[src/rtl/core/gtl_pkg.sv]
// Shared types, codes and helpers for the grammar token lexer.
package gtl_pkg;

	localparam int MAX_TEXT_CHARS_DEF = 8;

	// result queue geometry
	localparam int QDEPTH = 4;
	localparam int QPTR_W = $clog2(QDEPTH);
	localparam int QCNT_W = $clog2(QDEPTH + 1);

	typedef struct packed {
		logic [7:0] char_code;
		logic       end_of_input;
	} char_word_t;

	typedef struct packed {
		logic [3:0]  token_kind;
		logic [63:0] token_text;
		logic [3:0]  token_length;
		logic        last_of_run;
	} token_word_t;

	typedef struct packed {
		logic [1:0]  n;
		token_word_t w0;
		token_word_t w1;
	} token_push_t;

	typedef enum logic [2:0] {
		MODE_IDLE    = 3'd0,
		MODE_IDENT   = 3'd1,
		MODE_COMMENT = 3'd2,
		MODE_QOPEN   = 3'd3,
		MODE_QCLOSE  = 3'd4
	} lex_mode_t;

	localparam logic [3:0] KIND_ERROR  = 4'd0;
	localparam logic [3:0] KIND_OP     = 4'd1;
	localparam logic [3:0] KIND_PLAIN  = 4'd2;
	localparam logic [3:0] KIND_ALL    = 4'd5;
	localparam logic [3:0] KIND_REDUCE = 4'd6;
	localparam logic [3:0] KIND_SHIFT  = 4'd7;
	localparam logic [3:0] KIND_END    = 4'd8;

	localparam logic [1:0] CLS_PLAIN = 2'd0;
	localparam logic [1:0] CLS_VAR   = 2'd1;
	localparam logic [1:0] CLS_FUNC  = 2'd2;

	localparam logic [7:0] CH_TAB    = 8'h09;
	localparam logic [7:0] CH_LF     = 8'h0A;
	localparam logic [7:0] CH_CR     = 8'h0D;
	localparam logic [7:0] CH_SPACE  = 8'h20;
	localparam logic [7:0] CH_HASH   = 8'h23;
	localparam logic [7:0] CH_DOLLAR = 8'h24;
	localparam logic [7:0] CH_AMP    = 8'h26;
	localparam logic [7:0] CH_QUOTE  = 8'h27;
	localparam logic [7:0] CH_SEMI   = 8'h3B;
	localparam logic [7:0] CH_EQ     = 8'h3D;
	localparam logic [7:0] CH_UNDER  = 8'h5F;

	// keyword bodies, first character in low byte
	localparam logic [63:0] WORD_ALL    = 64'h0000_0000_004C_4C41;
	localparam logic [63:0] WORD_REDUCE = 64'h0000_4543_5544_4552;
	localparam logic [63:0] WORD_SHIFT  = 64'h0000_0054_4649_4853;

	function automatic logic is_letter(input logic [7:0] c);
		return (c >= 8'h61 && c <= 8'h7A) || (c >= 8'h41 && c <= 8'h5A);
	endfunction

	function automatic logic is_body(input logic [7:0] c);
		return is_letter(c) || (c >= 8'h30 && c <= 8'h39) || c == CH_UNDER;
	endfunction

	function automatic logic is_blank(input logic [7:0] c);
		return c == CH_SPACE || c == CH_TAB || c == CH_LF || c == CH_CR;
	endfunction

	function automatic token_word_t mk_tok(input logic [3:0] kind, input logic [63:0] text,
		input logic [3:0] len);
		token_word_t t;
		t.token_kind   = kind;
		t.token_text   = text;
		t.token_length = len;
		t.last_of_run  = 1'b0;
		return t;
	endfunction

endpackage

[src/rtl/core/gtl_core.sv]
// Lexer state registers and the per-character next-state and token logic.
module gtl_core import gtl_pkg::*; #(
	parameter int MAX_TEXT_CHARS = MAX_TEXT_CHARS_DEF
) (
	input  logic        clk,
	input  logic        arst_n,
	input  logic        fire,
	input  char_word_t  ch,
	output token_push_t push
);

	lex_mode_t   mode_q, mode_d;
	logic [63:0] buf_q, buf_d;
	logic [3:0]  cnt_q, cnt_d;
	logic [1:0]  cls_q, cls_d;

	logic [7:0]  c;
	logic        eoi;

	// handling of a character between tokens
	logic        st_v;
	token_word_t st_res;
	lex_mode_t   st_mode;
	logic        st_load;
	logic [63:0] st_buf;
	logic [3:0]  st_cnt;
	logic [1:0]  st_cls;

	token_word_t fin;
	logic        pre_v;
	token_word_t pre_res;
	logic        do_st;

	assign c   = ch.char_code;
	assign eoi = ch.end_of_input;

	always_comb begin
		st_v    = 1'b0;
		st_res  = mk_tok(KIND_ERROR, 64'd0, 4'd0);
		st_mode = MODE_IDLE;
		st_load = 1'b0;
		st_buf  = 64'd0;
		st_cnt  = 4'd0;
		st_cls  = CLS_PLAIN;
		priority if (eoi) begin
			st_v   = 1'b1;
			st_res = mk_tok(KIND_END, 64'd0, 4'd0);
		end else if (is_blank(c)) begin
			st_mode = MODE_IDLE;
		end else if (c == CH_HASH) begin
			st_mode = MODE_COMMENT;
		end else if (c == CH_EQ || c == CH_SEMI) begin
			st_v   = 1'b1;
			st_res = mk_tok(KIND_OP, {56'd0, c}, 4'd1);
		end else if (is_letter(c)) begin
			st_mode = MODE_IDENT;
			st_load = 1'b1;
			st_buf  = {56'd0, c};
			st_cnt  = 4'd1;
		end else if (c == CH_DOLLAR || c == CH_AMP) begin
			st_mode = MODE_IDENT;
			st_load = 1'b1;
			st_cls  = (c == CH_DOLLAR) ? CLS_VAR : CLS_FUNC;
		end else if (c == CH_QUOTE) begin
			st_mode = MODE_QOPEN;
		end else begin
			st_v   = 1'b1;
			st_res = mk_tok(KIND_ERROR, {56'd0, c}, 4'd1);
		end
	end

	// token for a finished identifier
	always_comb begin
		if (cnt_q == 4'd0) begin
			fin = mk_tok(KIND_ERROR, 64'd0, 4'd0);
		end else if (cnt_q == 4'd3 && buf_q == WORD_ALL) begin
			fin = mk_tok(KIND_ALL, buf_q, cnt_q);
		end else if (cnt_q == 4'd6 && buf_q == WORD_REDUCE) begin
			fin = mk_tok(KIND_REDUCE, buf_q, cnt_q);
		end else if (cnt_q == 4'd5 && buf_q == WORD_SHIFT) begin
			fin = mk_tok(KIND_SHIFT, buf_q, cnt_q);
		end else begin
			fin = mk_tok(KIND_PLAIN + {2'd0, cls_q}, buf_q, cnt_q);
		end
	end

	always_comb begin
		pre_v   = 1'b0;
		pre_res = mk_tok(KIND_ERROR, 64'd0, 4'd0);
		do_st   = 1'b0;
		mode_d  = mode_q;
		buf_d   = buf_q;
		cnt_d   = cnt_q;
		cls_d   = cls_q;
		unique case (mode_q)
			MODE_IDENT: begin
				if (!eoi && is_body(c) && cnt_q < 4'(MAX_TEXT_CHARS)) begin
					buf_d[{cnt_q[2:0], 3'b000} +: 8] = c;
					cnt_d = cnt_q + 4'd1;
				end else begin
					pre_v   = 1'b1;
					pre_res = fin;
					do_st   = 1'b1;
				end
			end
			MODE_COMMENT: begin
				if (eoi) begin
					do_st = 1'b1;
				end else if (c == CH_LF) begin
					mode_d = MODE_IDLE;
				end
			end
			MODE_QOPEN: begin
				if (eoi) begin
					pre_v   = 1'b1;
					pre_res = mk_tok(KIND_ERROR, 64'd0, 4'd0);
					do_st   = 1'b1;
				end else begin
					buf_d  = {56'd0, c};
					cnt_d  = 4'd1;
					cls_d  = CLS_PLAIN;
					mode_d = MODE_QCLOSE;
				end
			end
			MODE_QCLOSE: begin
				pre_v = 1'b1;
				if (!eoi && c == CH_QUOTE) begin
					pre_res = mk_tok(KIND_PLAIN, {56'd0, buf_q[7:0]}, 4'd1);
					mode_d  = MODE_IDLE;
				end else begin
					pre_res = mk_tok(KIND_ERROR, {56'd0, buf_q[7:0]}, 4'd1);
					do_st   = 1'b1;
				end
			end
			default: begin
				do_st = 1'b1;
			end
		endcase
		if (do_st) begin
			mode_d = st_mode;
			if (st_load) begin
				buf_d = st_buf;
				cnt_d = st_cnt;
				cls_d = st_cls;
			end
		end
	end

	// pack up to two tokens, last one flagged
	always_comb begin
		push.w0 = pre_v ? pre_res : st_res;
		push.w1 = st_res;
		if (pre_v && do_st && st_v) begin
			push.n = 2'd2;
			push.w1.last_of_run = 1'b1;
		end else if (pre_v || (do_st && st_v)) begin
			push.n = 2'd1;
			push.w0.last_of_run = 1'b1;
		end else begin
			push.n = 2'd0;
		end
		if (!fire) begin
			push.n = 2'd0;
		end
	end

	always_ff @(posedge clk or negedge arst_n) begin
		if (!arst_n) begin
			mode_q <= MODE_IDLE;
			buf_q  <= 64'd0;
			cnt_q  <= 4'd0;
			cls_q  <= CLS_PLAIN;
		end else if (fire) begin
			mode_q <= mode_d;
			buf_q  <= buf_d;
			cnt_q  <= cnt_d;
			cls_q  <= cls_d;
		end
	end

	a_eoi_idle: assert property (@(posedge clk) disable iff (!arst_n)
		fire && eoi |=> mode_q == MODE_IDLE)
		else $error("end of input did not return lexer to idle");

	a_eoi_emits: assert property (@(posedge clk) disable iff (!arst_n)
		fire && eoi |-> push.n != 2'd0)
		else $error("end of input produced no token");

	a_ident_len: assert property (@(posedge clk) disable iff (!arst_n)
		mode_q == MODE_IDENT |-> cnt_q <= 4'(MAX_TEXT_CHARS))
		else $error("identifier body longer than limit");

endmodule

[src/rtl/core/gtl_queue.sv]
// Four-entry token queue taking up to two tokens per cycle, giving one per cycle unless token_stall holds it.
module gtl_queue import gtl_pkg::*; (
	input  logic        clk,
	input  logic        arst_n,
	input  token_push_t push,
	output logic        room2,
	output token_word_t token_word,
	output logic        token_valid,
	input  logic        token_stall
);

	token_word_t       mem [QDEPTH];
	logic [QPTR_W-1:0] wr_ptr_q, rd_ptr_q;
	logic [QCNT_W-1:0] count_q;
	logic              pop;

	assign token_valid = count_q != '0;
	assign token_word  = mem[rd_ptr_q];
	assign pop         = token_valid && !token_stall;
	assign room2       = count_q <= QCNT_W'(QDEPTH - 2);

	always_ff @(posedge clk) begin
		if (push.n != 2'd0) begin
			mem[wr_ptr_q] <= push.w0;
		end
		if (push.n == 2'd2) begin
			mem[wr_ptr_q + QPTR_W'(1)] <= push.w1;
		end
	end

	always_ff @(posedge clk or negedge arst_n) begin
		if (!arst_n) begin
			wr_ptr_q <= '0;
			rd_ptr_q <= '0;
			count_q  <= '0;
		end else begin
			wr_ptr_q <= wr_ptr_q + QPTR_W'(push.n);
			if (pop) begin
				rd_ptr_q <= rd_ptr_q + QPTR_W'(1);
			end
			count_q <= count_q + QCNT_W'(push.n) - QCNT_W'(pop);
		end
	end

	a_no_over: assert property (@(posedge clk) disable iff (!arst_n)
		count_q <= QCNT_W'(QDEPTH))
		else $error("token queue overflow");

	a_push_room: assert property (@(posedge clk) disable iff (!arst_n)
		push.n != 2'd0 |-> room2)
		else $error("push without room for two tokens");

	a_push_n: assert property (@(posedge clk) disable iff (!arst_n)
		push.n != 2'd3)
		else $error("illegal push count");

endmodule

[src/rtl/core/grammar_token_lexer.sv]
// Grammar token lexer top level: input register, lexer core and token queue.
// Takes one character word per cycle while char_stall is low and returns zero, one or two
// token words for it, in order, with last_of_run set on the final one. A character is
// registered in the input register, then lexed by the core when the queue has room. Tokens
// pass through a four-entry queue; char_stall rises while a registered character waits for
// two free queue slots, so with at most one token per character and no output stall the
// block runs at one character per cycle, and sustained two-token characters run at the
// queue's drain rate of one token per cycle.
module grammar_token_lexer import gtl_pkg::*; #(
	parameter int MAX_TEXT_CHARS = MAX_TEXT_CHARS_DEF
) (
	input  logic        clk,
	input  logic        arst_n,
	input  char_word_t  char_word,
	input  logic        char_valid,
	output logic        char_stall,
	output token_word_t token_word,
	output logic        token_valid,
	input  logic        token_stall
);

	char_word_t  char_s1;
	logic        valid_s1;
	logic        room2;
	logic        fire;
	token_push_t push;

	assign fire       = valid_s1 && room2;
	assign char_stall = valid_s1 && !room2;

	always_ff @(posedge clk or negedge arst_n) begin
		if (!arst_n) begin
			valid_s1 <= 1'b0;
		end else if (!char_stall) begin
			valid_s1 <= char_valid;
		end
	end

	always_ff @(posedge clk) begin
		if (char_valid && !char_stall) begin
			char_s1 <= char_word;
		end
	end

	gtl_core #(
		.MAX_TEXT_CHARS(MAX_TEXT_CHARS)
	) u_core (
		.clk   (clk),
		.arst_n(arst_n),
		.fire  (fire),
		.ch    (char_s1),
		.push  (push)
	);

	gtl_queue u_queue (
		.clk        (clk),
		.arst_n     (arst_n),
		.push       (push),
		.room2      (room2),
		.token_word (token_word),
		.token_valid(token_valid),
		.token_stall(token_stall)
	);

endmodule
[config.mk]
export PLATFORM = sky130hd
export DESIGN_NAME = grammar_token_lexer
export DESIGN_NICKNAME = d
export VERILOG_FILES = /design/src/rtl/core/gtl_pkg.sv /design/src/rtl/core/gtl_core.sv /design/src/rtl/core/gtl_queue.sv /design/src/rtl/core/grammar_token_lexer.sv
export SDC_FILE = /design/constraint.sdc
export NUM_CORES = 1
export LEC_CHECK = 0
export BUFFER_PORTS_ARGS = -buffer_cell sky130_fd_sc_hd__buf_2
export CAP_MARGIN = 30
export CORE_MARGIN = 5
export CORE_UTILIZATION = 36
export CTS_BUF_LIST = sky130_fd_sc_hd__clkbuf_8
export CTS_CLUSTER_SIZE = 12
export DETAILED_ROUTE_END_ITERATION = 10
export SETUP_SLACK_MARGIN = 0.2
export SYNTH_ARGS = -nofsm -noshare
export SYNTH_HDL_FRONTEND = slang
export SYNTH_SLANG_ARGS = --single-unit
[constraint.sdc]
create_clock -name clk -period 3.49 [get_ports clk]
set_input_delay 0.349 -clock clk [delete_from_list [all_inputs] [get_ports clk]]
set_output_delay 0.349 -clock clk [all_outputs]
set_load 0.02 [all_outputs]
## After elaboration in Yosys (flattened, before gate mapping)

Memory sizes are Yosys's and may differ from the RTL's.
Cells that the tools add are included.

| cells by class | value |
|---|---|
| $add $sub $neg | 8 |
| $lt $le $gt $ge | 8 |
| equal/unequal tests | 26 |
| shifts and indexed selects | 2 |
| multiplexer cells | 88 |
| reductions and logical operators | 35 |

Operator list:

| kind | number |
|---|---|
| 73-bit 2-to-1 mux | 12 |
| 64-bit 2-to-1 mux | 8 |
| 73-bit one-hot mux with 2 select lines | 1 |
| 64-bit one-hot mux with 2 select lines | 1 |
| 71-bit 2-to-1 mux | 1 |
| 64-bit bitwise mux | 1 |
| 64-bit by 23-bit == test with 1-bit output, second input constant | 1 |
| 64-bit by 39-bit == test with 1-bit output, second input constant | 1 |
| 64-bit by 47-bit == test with 1-bit output, second input constant | 1 |
| 8-bit by 8-bit variable shift with 64-bit output, first input constant | 1 |
| 8-bit by 8-bit indexed part select with 64-bit output | 1 |
| 8-bit by 6-bit == test with 1-bit output, second input constant | 7 |
| 3-bit 2-to-1 mux | 11 |
| 4-bit 2-to-1 mux | 8 |
| 2-bit 2-to-1 mux | 14 |
| 1-bit 2-to-1 mux | 25 |
| 8-bit by 4-bit == test with 1-bit output, second input constant | 3 |
| 8-bit by 7-bit greater-or-equal comparator with 1-bit output, second input constant | 2 |
| 8-bit by 7-bit less-or-equal comparator with 1-bit output, second input constant | 2 |
| 1-bit logical AND | 16 |
| 13-bit 2-to-1 mux | 1 |
| 1-bit logical OR | 9 |
| 3-bit one-hot mux with 3 select lines | 1 |
| 4-bit by 3-bit == test with 1-bit output, second input constant | 2 |
| other kinds (29) | 37 |

| word-level totals | value |
|---|---|
| bits in registers | 90 |
| bits in writable memories | 292 |
| output and inout port bits | 75 |
| logic and storage cells | 178 |
| memories | 1 |

Memories:

| name | depth | width | read ports | clocked after memory_dff | wr ports | RTL line | text |
|---|---|---|---|---|---|---|---|
| u_queue.mem | 4 | 73 | 1 | 0 | 2 | gtl_queue.sv:12 | `token_word_t mem [QDEPTH];` |

## Depth between registers and ports, before layout

Gate-level depths: netlist (run 1).

| depth | value |
|---|---|
| depth after elaboration | 17 |
| gate-level depth with buffers | 13 |
| gate-level depth less buffers | 11 |

## Modules after synthesis

Synthesis (run 1) repeated with hierarchy kept, for this count alone.

| second synthesis, totals | value |
|---|---|
| cells, all modules | 1,286 |
| area total of the unflattened synthesis | 19,736.4 um^2 |

Modules (own cells, without submodules):

| module | times used | cells each | area an instance (um^2) | seq. area each (um^2) |
|---|---|---|---|---|
| gtl_queue | 1 | 746 | 14,425.1 | 8,943.6 |
| gtl_core | 1 | 525 | 4,977.3 | 1,826.8 |
| grammar_token_lexer | 1 | 15 | 334.1 | 295.3 |

## Worst setup path before layout (run 1)

No wires, ideal clock.

| timing | value |
|---|---|
| kind | register -> register |
| start point | register char_s1[2] (netlist name) |
| end point | register u_queue.count_q[2] |
| library setup time | 0.080 ns |
| data arrival time | 3.142 ns |
| required time | 3.410 ns |
| slack | 0.268 ns |
| cell stages (with the launch flop) | 14 |
| buffers on the path | 2 |
| period minus slack after synthesis | 3.222 ns |
| cells stage by stage | edfxtp_1 buf_2 or4_4 o221ai_2 a21boi_2 a21oi_2 nor2_1 buf_2 nand2_1 ha_1 inv_1 fa_1 xnor2_1 xnor2_1 |

| on the way | value |
|---|---|
| longest elaborated chain between the ends | 16 |
| elaborated cells on any way between the ends | 51 |
| those cells by class | add/sub (2); order compare (6); eq/ne (11); mux (14); reduce/logical (18) |

Ends and longest elaborated chain:

| what | RTL line | text |
|---|---|---|
| start, declared | grammar_token_lexer.sv:22 | `char_word_t char_s1;` |
| start signal, assigned | grammar_token_lexer.sv:41 | `char_s1 <= char_word;` |
| 8-bit by 7-bit greater-or-equal comparator with 1-bit output / 8-bit by 7-bit less-or-equal comparator with 1-bit output (equally long branches) | gtl_pkg.sv:67 | `return (c >= 8'h61 && c <= 8'h7A) \|\| (c >= 8'h41 && c <= 8'h5A);` |
| 1-bit logical AND | gtl_pkg.sv:67 |  |
| 1-bit logical OR | gtl_pkg.sv:67 |  |
| 1-bit logical OR (2 in series) | gtl_pkg.sv:71 | `return is_letter(c) \|\| (c >= 8'h30 && c <= 8'h39) \|\| c == CH_UNDER;` |
| 1-bit logical AND (2 in series) | gtl_core.sv:97 | `if (!eoi && is_body(c) && cnt_q < 4'(MAX_TEXT_CHARS)) begin` |
| 1-bit 2-to-1 mux | gtl_core.sv:97 |  |
| 1-bit one-hot mux with 3 select lines | gtl_core.sv:95 | `unique case (mode_q)` |
| 1-bit logical AND | gtl_core.sv:156 | `end else if (pre_v \|\| (do_st && st_v)) begin` |
| 1-bit logical OR | gtl_core.sv:156 |  |
| 1-bit 2-to-1 mux | gtl_core.sv:156 |  |
| 2-bit 2-to-1 mux (*) | gtl_core.sv:153 | `if (pre_v && do_st && st_v) begin` |
| 2-bit 2-to-1 mux (*) | gtl_core.sv:162 | `if (!fire) begin` |
| 3-bit by 2-bit adder with 3-bit output (*) | gtl_queue.sv:41 | `count_q <= count_q + QCNT_W'(push.n) - QCNT_W'(pop);` |
| 3-bit by 1-bit subtractor with 3-bit output (*) | gtl_queue.sv:41 |  |
| end signal, assigned | gtl_queue.sv:41 |  |
| end, declared | gtl_queue.sv:14 | `logic [QCNT_W-1:0] count_q;` |

Every way passes the cells marked *; elsewhere a longest branch is shown, timed or not.
A chain may end at the register's enable or synchronous reset.

## Worst setup path in the final report (run 1)

Ends and elaborated chain as after synthesis.

==> summary.txt, run 1 <==
Floorplan
  • Die H: 226 microns
  • Core area: about 46000 sq um
  • Num rows: 79
  • Top-level I/O count: roughly 90
  • Initial Utilization: 36.2%
  • Die width: approximately 230 microns
  • Die Area: 51000 sq um

Setup path
  • R2R Path Start: char_s1[2]
  • Req. time, crit path: 4010 ps
  • Startpoint types: register
  • CP arrival: 3600 ps
  • Worst r2r path cells: 12
  • Reg2Reg Capture Point: u_queue.count_q[2]
  • Crit end category: register
  • Max FO, Critical Path: 18
  • Critical path startpoint: char_s1[2]
  • R2R Setup Slk: just over 400 ps
  • Crit Path Class: register to register

Global routing
  • Grt total ovfl: 0
  • GR Util met2: between 30% and 40%
  • Busiest layer in global routing: met2
  • Met1 Resource Use GR: 28.6%
  • First-pass GRT wire length: between 80 and 90 mm
  • Largest net degree at the start of global routing: 136
  • Met3 usage: between 3 and 4%
  • Initial antenna violation count: 1
  • Vias in the first global route: 13500
  • GRT Util Overall: 20.7%

Drt
  • Vias/cell: a little under 6
  • Initial drt markers: about 1400
  • Detail Route Antenna Nets: 0
  • Drt pass-1 iters: 5
  • Drt total wl: between 50 and 60 mm
  • Via count: around 14000
  • Wire per inst: 22.9 microns
  • Residual DRC: 0

Job
  • Max Cap Viol: 0

Clock tree
  • Clk buf depth: 3
  • H-Tree Depth: 3
  • Reg clk slew, reported paths: roughly 50 ps
  • CTS tree: built
  • CTS Root Cell: clkbuf_8
  • Total CTS buffers: between 60 and 70
  • Number of clock sinks: ~380
  • Clk Latency, worst-skew pair: 620 ps

Timing
  • Worst slew margin: between 50 and 60%
  • Worst slew pin tran: between 700 and 800 ps
  • Setup TNS after final layout: 0 ps
  • Fmax: between 0.3 and 0.4 GHz
  • Min Hold Slack: ~110 ps
  • Clock Skews: between 30 and 40 ps
  • Final worst slack: 410 ps
  • Hold Vio Cnt, Final: 0
  • RSZ-0062 raised after global routing: false
  • Final period util: 88.3%
  • Setup violations, final: 0
  • Minimum clock period: 3080 ps
  • Slew Viols, Final: 0

Yosys
  • Synth area leaders: dfxtp_1 (29%), dfrtp_1 (12%), edfxtp_1 (10%), mux4_2 (9.8%), o2bb2ai_1 (6.2%)
  • Post-synth ARST share: a little over a fifth
  • Ys Warns: 0
  • Syn Area/Cell: 10.6 sq um
  • Cell area after synthesis: 16800 sq um
  • Syn_nets: around 1600
  • Top FF cell, synth: dfxtp_1
  • Top cell type's share of synthesized area: 29.1%
  • Yosys reg bits: between 300 and 400
  • Post-synthesis cell count: roughly 1600
  • Distinct cells, synth: 77
  • Leading area contributor after synthesis: dfxtp_1
  • Post-synth EDFFs: 57
  • Seq/Total Area, Yosys: about half

Cells and area
  • Layout Area Growth over Synthesis: 17.1%
  • Most common cell after layout, fill and taps aside: dfxtp_1
  • Layout cell share with drive strength beyond 1: 20.9%
  • Number of fill cells: roughly 4500
  • Most frequent cells in the layout: dfxtp_1 (244), nand2_1 (234), a21oi_1 (148)
  • Final #Nets: approximately 1700

Pwr
  • Peak VDD IR: a little over 0.3 mV
  • Power, Total: 13.9 mW
  • Psw: around 5.3 mW
  • Combinational share of power: 32.0%
  • Net Sw Frac: 38.0%
  • Flop pwr share: 37.7%
  • Pleak: between 7 and 8 nW
  • Pwr dens: just over 700 nW/um^2
  • Clk network pwr share: slightly above 30%
  • Internal power: ~8.6 mW

Placement
  • Port bufs: 87
  • RD Place Congestion: a little over 0.9
  • Hpwl dp: between 30 and 40 mm
  • Dpl ws: around 320 ps

Outcome
  • Outcome: completed

Worst hold path
  • Worst Hold Launch: token_stall
  • Hold Path End: u_queue.rd_ptr_q[1]
  • Worst Hold Class: input port to register
  • Hold Crit Depth: 4
[critical path: stages (launching register included)]
cell and delay (ps):
edfxtp_1 350, buf_4 280, nand2_1 180, nand4bb_1 320, o32a_1 410, nand3_2 110
nand2_1 110, nand3b_1 190, xnor2_1 100, ha_1 230, fa_1 390, xnor2_1 200
xnor2_1 140
[worst max path at each step]
stage	end	slack, ps	depth (start not counted)
2_1_floorplan	u_queue.count_q[2]	270	13
6_report	u_queue.count_q[2]	410	12
5_1_grt	u_queue.count_q[2]	200	12
3_3_place_gp	u_queue.count_q[2]	320	11
3_5_place_dp	u_queue.count_q[2]	320	11
4_1_cts	u_queue.count_q[2]	290	11
[cell usage after synthesis (3+ instances only)]
cell type,n
ha_1,8
dfrtp_1,81
o2bb2ai_1,119
xnor2_1,6
nor4_1,15
o22ai_1,29
buf_1,12
buf_2,69
nand3_1,134
mux4_2,73
nor2b_1,8
a32o_1,11
nor3b_1,6
or4_1,4
nand3b_1,6
and3_1,6
nor4b_1,10
clkbuf_1,48
nand4_1,12
and2_1,11
a21o_1,7
edfxtp_1,57
nand2b_1,4
nor3_2,3
or3_1,4
a31oi_1,4
o21ai_0,18
nor2_1,40
nor3_1,18
dfxtp_1,244
a2bb2oi_1,4
nand2_1,236
a22o_1,53
inv_1,17
o21a_1,3
a21oi_1,148
[power by group through the flow]
| stage | registers, mW | logic [mW] | clock network [mW] |
|---|---|---|---|
| 2_1_floorplan | 5.01 | 3.01 | 0 |
| 6_report | 5.24 | 4.45 | 4.20 |
| 4_1_cts | 5.25 | 4.43 | 4.29 |
| 3_3_place_gp | 5.33 | 4.40 | 0 |
| 3_5_place_dp | 5.34 | 4.40 | 0 |
| 5_1_grt | 5.28 | 4.74 | 4.52 |
[final cells by class]
| type | instances | area (sq um) | area share, % |
|---|---|---|---|
| antenna | 2 | 5.00 | 0.0255 |
| tap | 607 | 759 | 3.87 |
| inverter | 17 | 63.8 | 0.325 |
| sequential | 382 | 8630 | 44.0 |
| multi-input combinational | 1049 | 7550 | 38.5 |
| timing repair buffer | 164 | 1250 | 6.38 |
| clock inverter | 35 | 249 | 1.27 |
| clock buffer | 81 | 1110 | 5.68 |
[cells by family (layout without fill, tap and decap cells)]
group	Yosys count	after routing	synth area share, %
muxes	74	74	9.88
buffers and inverters	148	297	3.88
adders and majority gates	9	9	0.717
DFF	382	382	51.4
AOI/OAI and AO/OA	427	427	18.3
other	0	2	0
and+or+nand+nor	531	531	15.3
xor gates and xnor gates	8	8	0.418
[state kept, by name, indices dropped and copies added, names as in the netlist]
signal and flops:
char_s1 9, u_core.buf_q 64, u_core.cls_q 2, u_core.cnt_q 4, u_core.mode_q 3, u_queue.count_q 3, u_queue.mem 292, u_queue.rd_ptr_q 2
u_queue.wr_ptr_q 2, valid_s1 1
[stage by stage]
stage,std cells,utilization (%),cell area [sq um]
after detailed placement,2202,39.1,18100
after global placement,2201,39.0,18000
after global routing,2336,42.4,19600
after CTS,2329,42.2,19500
final,2337,42.4,19600
after floorplan,1579,-,16800
[layer usage]
metal / wire length [microns] / up-vias
met2: 25400 / 521
met3: 3500 / 89
met1: 23400 / 6784
met4: 1100 / 0
li1: - / 6176
met5: 0 / -
[timing repair]
action	4_1_cts	5_1_grt
setup buffers	0	6
hold endpoints to repair	46	0
setup endpoints to repair	0	5
resized for setup	0	5
hold buffers	11	0
Power figures use the tool's default switching activity.
==> run 2: changes to the inputs <==
--- a/config.mk
+++ b/config.mk
@@ -12,6 +12,7 @@
 export CTS_BUF_LIST = sky130_fd_sc_hd__clkbuf_8
 export CTS_CLUSTER_SIZE = 12
 export DETAILED_ROUTE_END_ITERATION = 10
+export RECOVER_POWER = 50
 export SETUP_SLACK_MARGIN = 0.2
 export SYNTH_ARGS = -nofsm -noshare
 export SYNTH_HDL_FRONTEND = slang
==> summary.txt, run 2 (same netlist as run 1, synthesis figures left out) <==
Cells and area
  • Number of fill cells: 4508 (was 4473)
  • FF+latch area: 8630 sq um (about the same)
  • Max reg flops: 292 (unchanged)
  • Layout cell share with drive strength beyond 1: 16.4% (was 20.9%)
  • Cell area after layout: 19500 sq um (was 19600 sq um)
  • Top Registers: u_queue.mem (292), u_core.buf_q (64), char_s1 (9) (unchanged)
  • Footprint of the multi-input gates: 7530 sq um (was 7550 sq um)
  • Finished Core Util: 42.1% (was 42.4%)
  • Final #Nets: 1702 (unchanged)
  • Most frequent cells in the layout: dfxtp_1 (244), nand2_1 (234), a21oi_1 (149) (was dfxtp_1 (244), nand2_1 (234), a21oi_1 (148))
  • Biggest register: u_queue.mem (unchanged)
  • Most common cell after layout, fill and taps aside: dfxtp_1 (unchanged)
  • Layout Area Growth over Synthesis: 16.2% (was 17.1%)

Pwr
  • Net Sw Frac: 38.1% (was 38.0%)
  • Pleak: 6.95 nW (was 7.26 nW)
  • Flop pwr share: 37.9% (was 37.7%)
  • Peak VDD IR: 0.305 mV (was 0.309 mV)
  • Internal power: 8.56 mW (was 8.62 mW)
  • Psw: 5.27 mW (was 5.28 mW)
  • Clk network pwr share: 30.4% (was 30.2%)
  • Combinational share of power: 31.7% (was 32.0%)
  • Pwr dens: 710 nW/um^2 (was 708 nW/um^2)

Worst hold path
  • Worst Hold Class: input port to register (unchanged)
  • Worst Hold Launch: token_stall (unchanged)

Clock tree
  • CTS Root Cell: clkbuf_8 (unchanged)
  • Number of clock sinks: 382 (unchanged)
  • CTS tree: built (unchanged)
  • Total CTS buffers: 66 (unchanged)
  • Clk Latency, worst-skew pair: 620 ps (about the same)
  • H-Tree Depth: 3 (unchanged)
  • Reg clk slew, reported paths: 50 ps (about the same)
  • Clk buf depth: 3 (unchanged)

Timing
  • Clock Skews: 25.7 ps (was 30.7 ps)
  • Worst slew pin tran: 2230 ps (was 740 ps)
  • Hold Vio Cnt, Final: 0 (unchanged)
  • Setup TNS after final layout: 0 ps (unchanged)
  • Fmax: 0.308 GHz (was 0.325 GHz)
  • Minimum clock period: 3250 ps (was 3080 ps)
  • Setup violations, final: 0 (unchanged)
  • Final worst slack: 244 ps (was 410 ps)
  • Final period util: 93.0% (was 88.3%)
  • Min Hold Slack: 106 ps (was 109 ps)
  • Worst slew margin: -48.8% (was 50.7%)
  • Slew Viols, Final: 37 (was 0)
  • RSZ-0062 raised after global routing: false (unchanged)

Global routing
  • Vias in the first global route: 13500 (unchanged)
  • First-pass GRT wire length: 82.9 mm (unchanged)
  • Initial antenna violation count: 1 (unchanged)
  • GRT Util Overall: 20.7% (unchanged)
  • Grt total ovfl: 0 (unchanged)
  • Largest net degree at the start of global routing: 136 (unchanged)

Drt
  • Detail Route Antenna Nets: 0 (unchanged)
  • Drt pass-1 iters: 5 (unchanged)
  • Via count: 13500 (was 13600)
  • Initial drt markers: 1281 (was 1388)
  • Residual DRC: 0 (unchanged)
  • Vias/cell: 5.78 (was 5.81)
  • Wire per inst: 22.9 microns (about the same)
  • Drt total wl: 53.5 mm (was 53.4 mm)

Setup path
  • Req. time, crit path: 3930 ps (was 4010 ps)
  • CP arrival: 3690 ps (was 3600 ps)
  • R2R Path Start: char_s1[7] (was char_s1[2])
  • Critical path startpoint: char_s1[7] (was char_s1[2])
  • Crit Path Class: register to register (unchanged)
  • Crit end category: register (unchanged)
  • Max FO, Critical Path: 11 (was 18)
  • Startpoint types: register (unchanged)

Placement
  • Port bufs: 87 (unchanged)
  • Placed cell areas: 18100 sq um (unchanged)
  • RD Place Congestion: 0.922 (unchanged)
  • Dpl ws: 317 ps (unchanged)
  • Hpwl dp: 34.0 mm (unchanged)

Floorplan
  • Top-level I/O count: 88 (unchanged)
  • Die width: 226 microns (unchanged)
  • Die Area: 51000 sq um (unchanged)
  • Core area: 46300 sq um (unchanged)
  • Initial Utilization: 36.2% (unchanged)
  • Num rows: 79 (unchanged)
  • Die H: 226 microns (unchanged)

Outcome
  • Outcome: finished, violations left (was completed)
  • Failing checks: max-capacitance violations, max-slew violations

Job
  • Max Cap Viol: 1 (was 0)
## run 2: area by class of cell
type	instances	share of cell area, %
Clock inverter	35	1.28
Multi-Input combinational cell	1049	38.7
Sequential cell	382	44.3
Inverter	17	0.328
Tap cell	607	3.90
Clock buffer	81	5.73
Antenna cell	1	0.0129
Timing Repair Buffer	164	5.79
## run 2: worst paths after layout
| check | endpoint | slack, ps | cells past startpoint |
|---|---|---|---|
| min in group asynchronous | u_core.buf_q[12] | 940 | 2 |
| setup reg to reg | u_queue.mem[3][12] | 240 | 9 |
| hold / removal | u_queue.rd_ptr_q[1] | 110 | 4 |
| setup / recovery | u_queue.mem[3][12] | 240 | 9 |
| max in group asynchronous | u_core.buf_q[18] | 1260 | 2 |
| hold reg to reg | u_queue.mem[1][30] | 450 | 2 |
## run 2: layer usage
metal  up-vias  GRT usage [%]  share of wire, %
met1      6771           28.6                44
met3        76           3.63               6.2
met5         -              0                 0
met2       478           33.6                48
met4         0           6.01               2.0
li1       6178              -                 -
## run 2: stage by stage
| step | total power, mW | instances |
|---|---|---|
| after floorplan | 8.01 | 1579 |
| after CTS | 14.0 | 2329 |
| after detailed placement | 9.74 | 2202 |
| after global routing | 14.5 | 2336 |
| final | 13.8 | 2336 |
| after global placement | 9.73 | 2201 |
## run 2: what timing repair did
item	4_1_cts	5_1_grt
setup buffers	0	6
endpoints found under the hold margin	46	0
endpoints found under the setup margin	0	5
hold buffers	11	0
gates resized for setup	0	5
## run 2: critical path: stages (launching register included)
cell and delay (ps):
edfxtp_1 580, buf_4 270, o21ai_0 220, o21a_1 190, a21boi_2 80, buf_4 200, a21o_1 320, o22ai_1 830
nand4_1 250, o21ai_0 140
## run 2: power groups by stage
| stage | Combinational, mW | Clock [mW] | Sequential (mW) |
|---|---|---|---|
| 2_1_floorplan | 3.01 | 0 | 5.01 |
| 3_3_place_gp | 4.40 | 0 | 5.33 |
| 3_5_place_dp | 4.40 | 0 | 5.34 |
| 4_1_cts | 4.43 | 4.29 | 5.25 |
| 5_1_grt | 4.68 | 4.52 | 5.28 |
| 6_report | 4.38 | 4.20 | 5.24 |
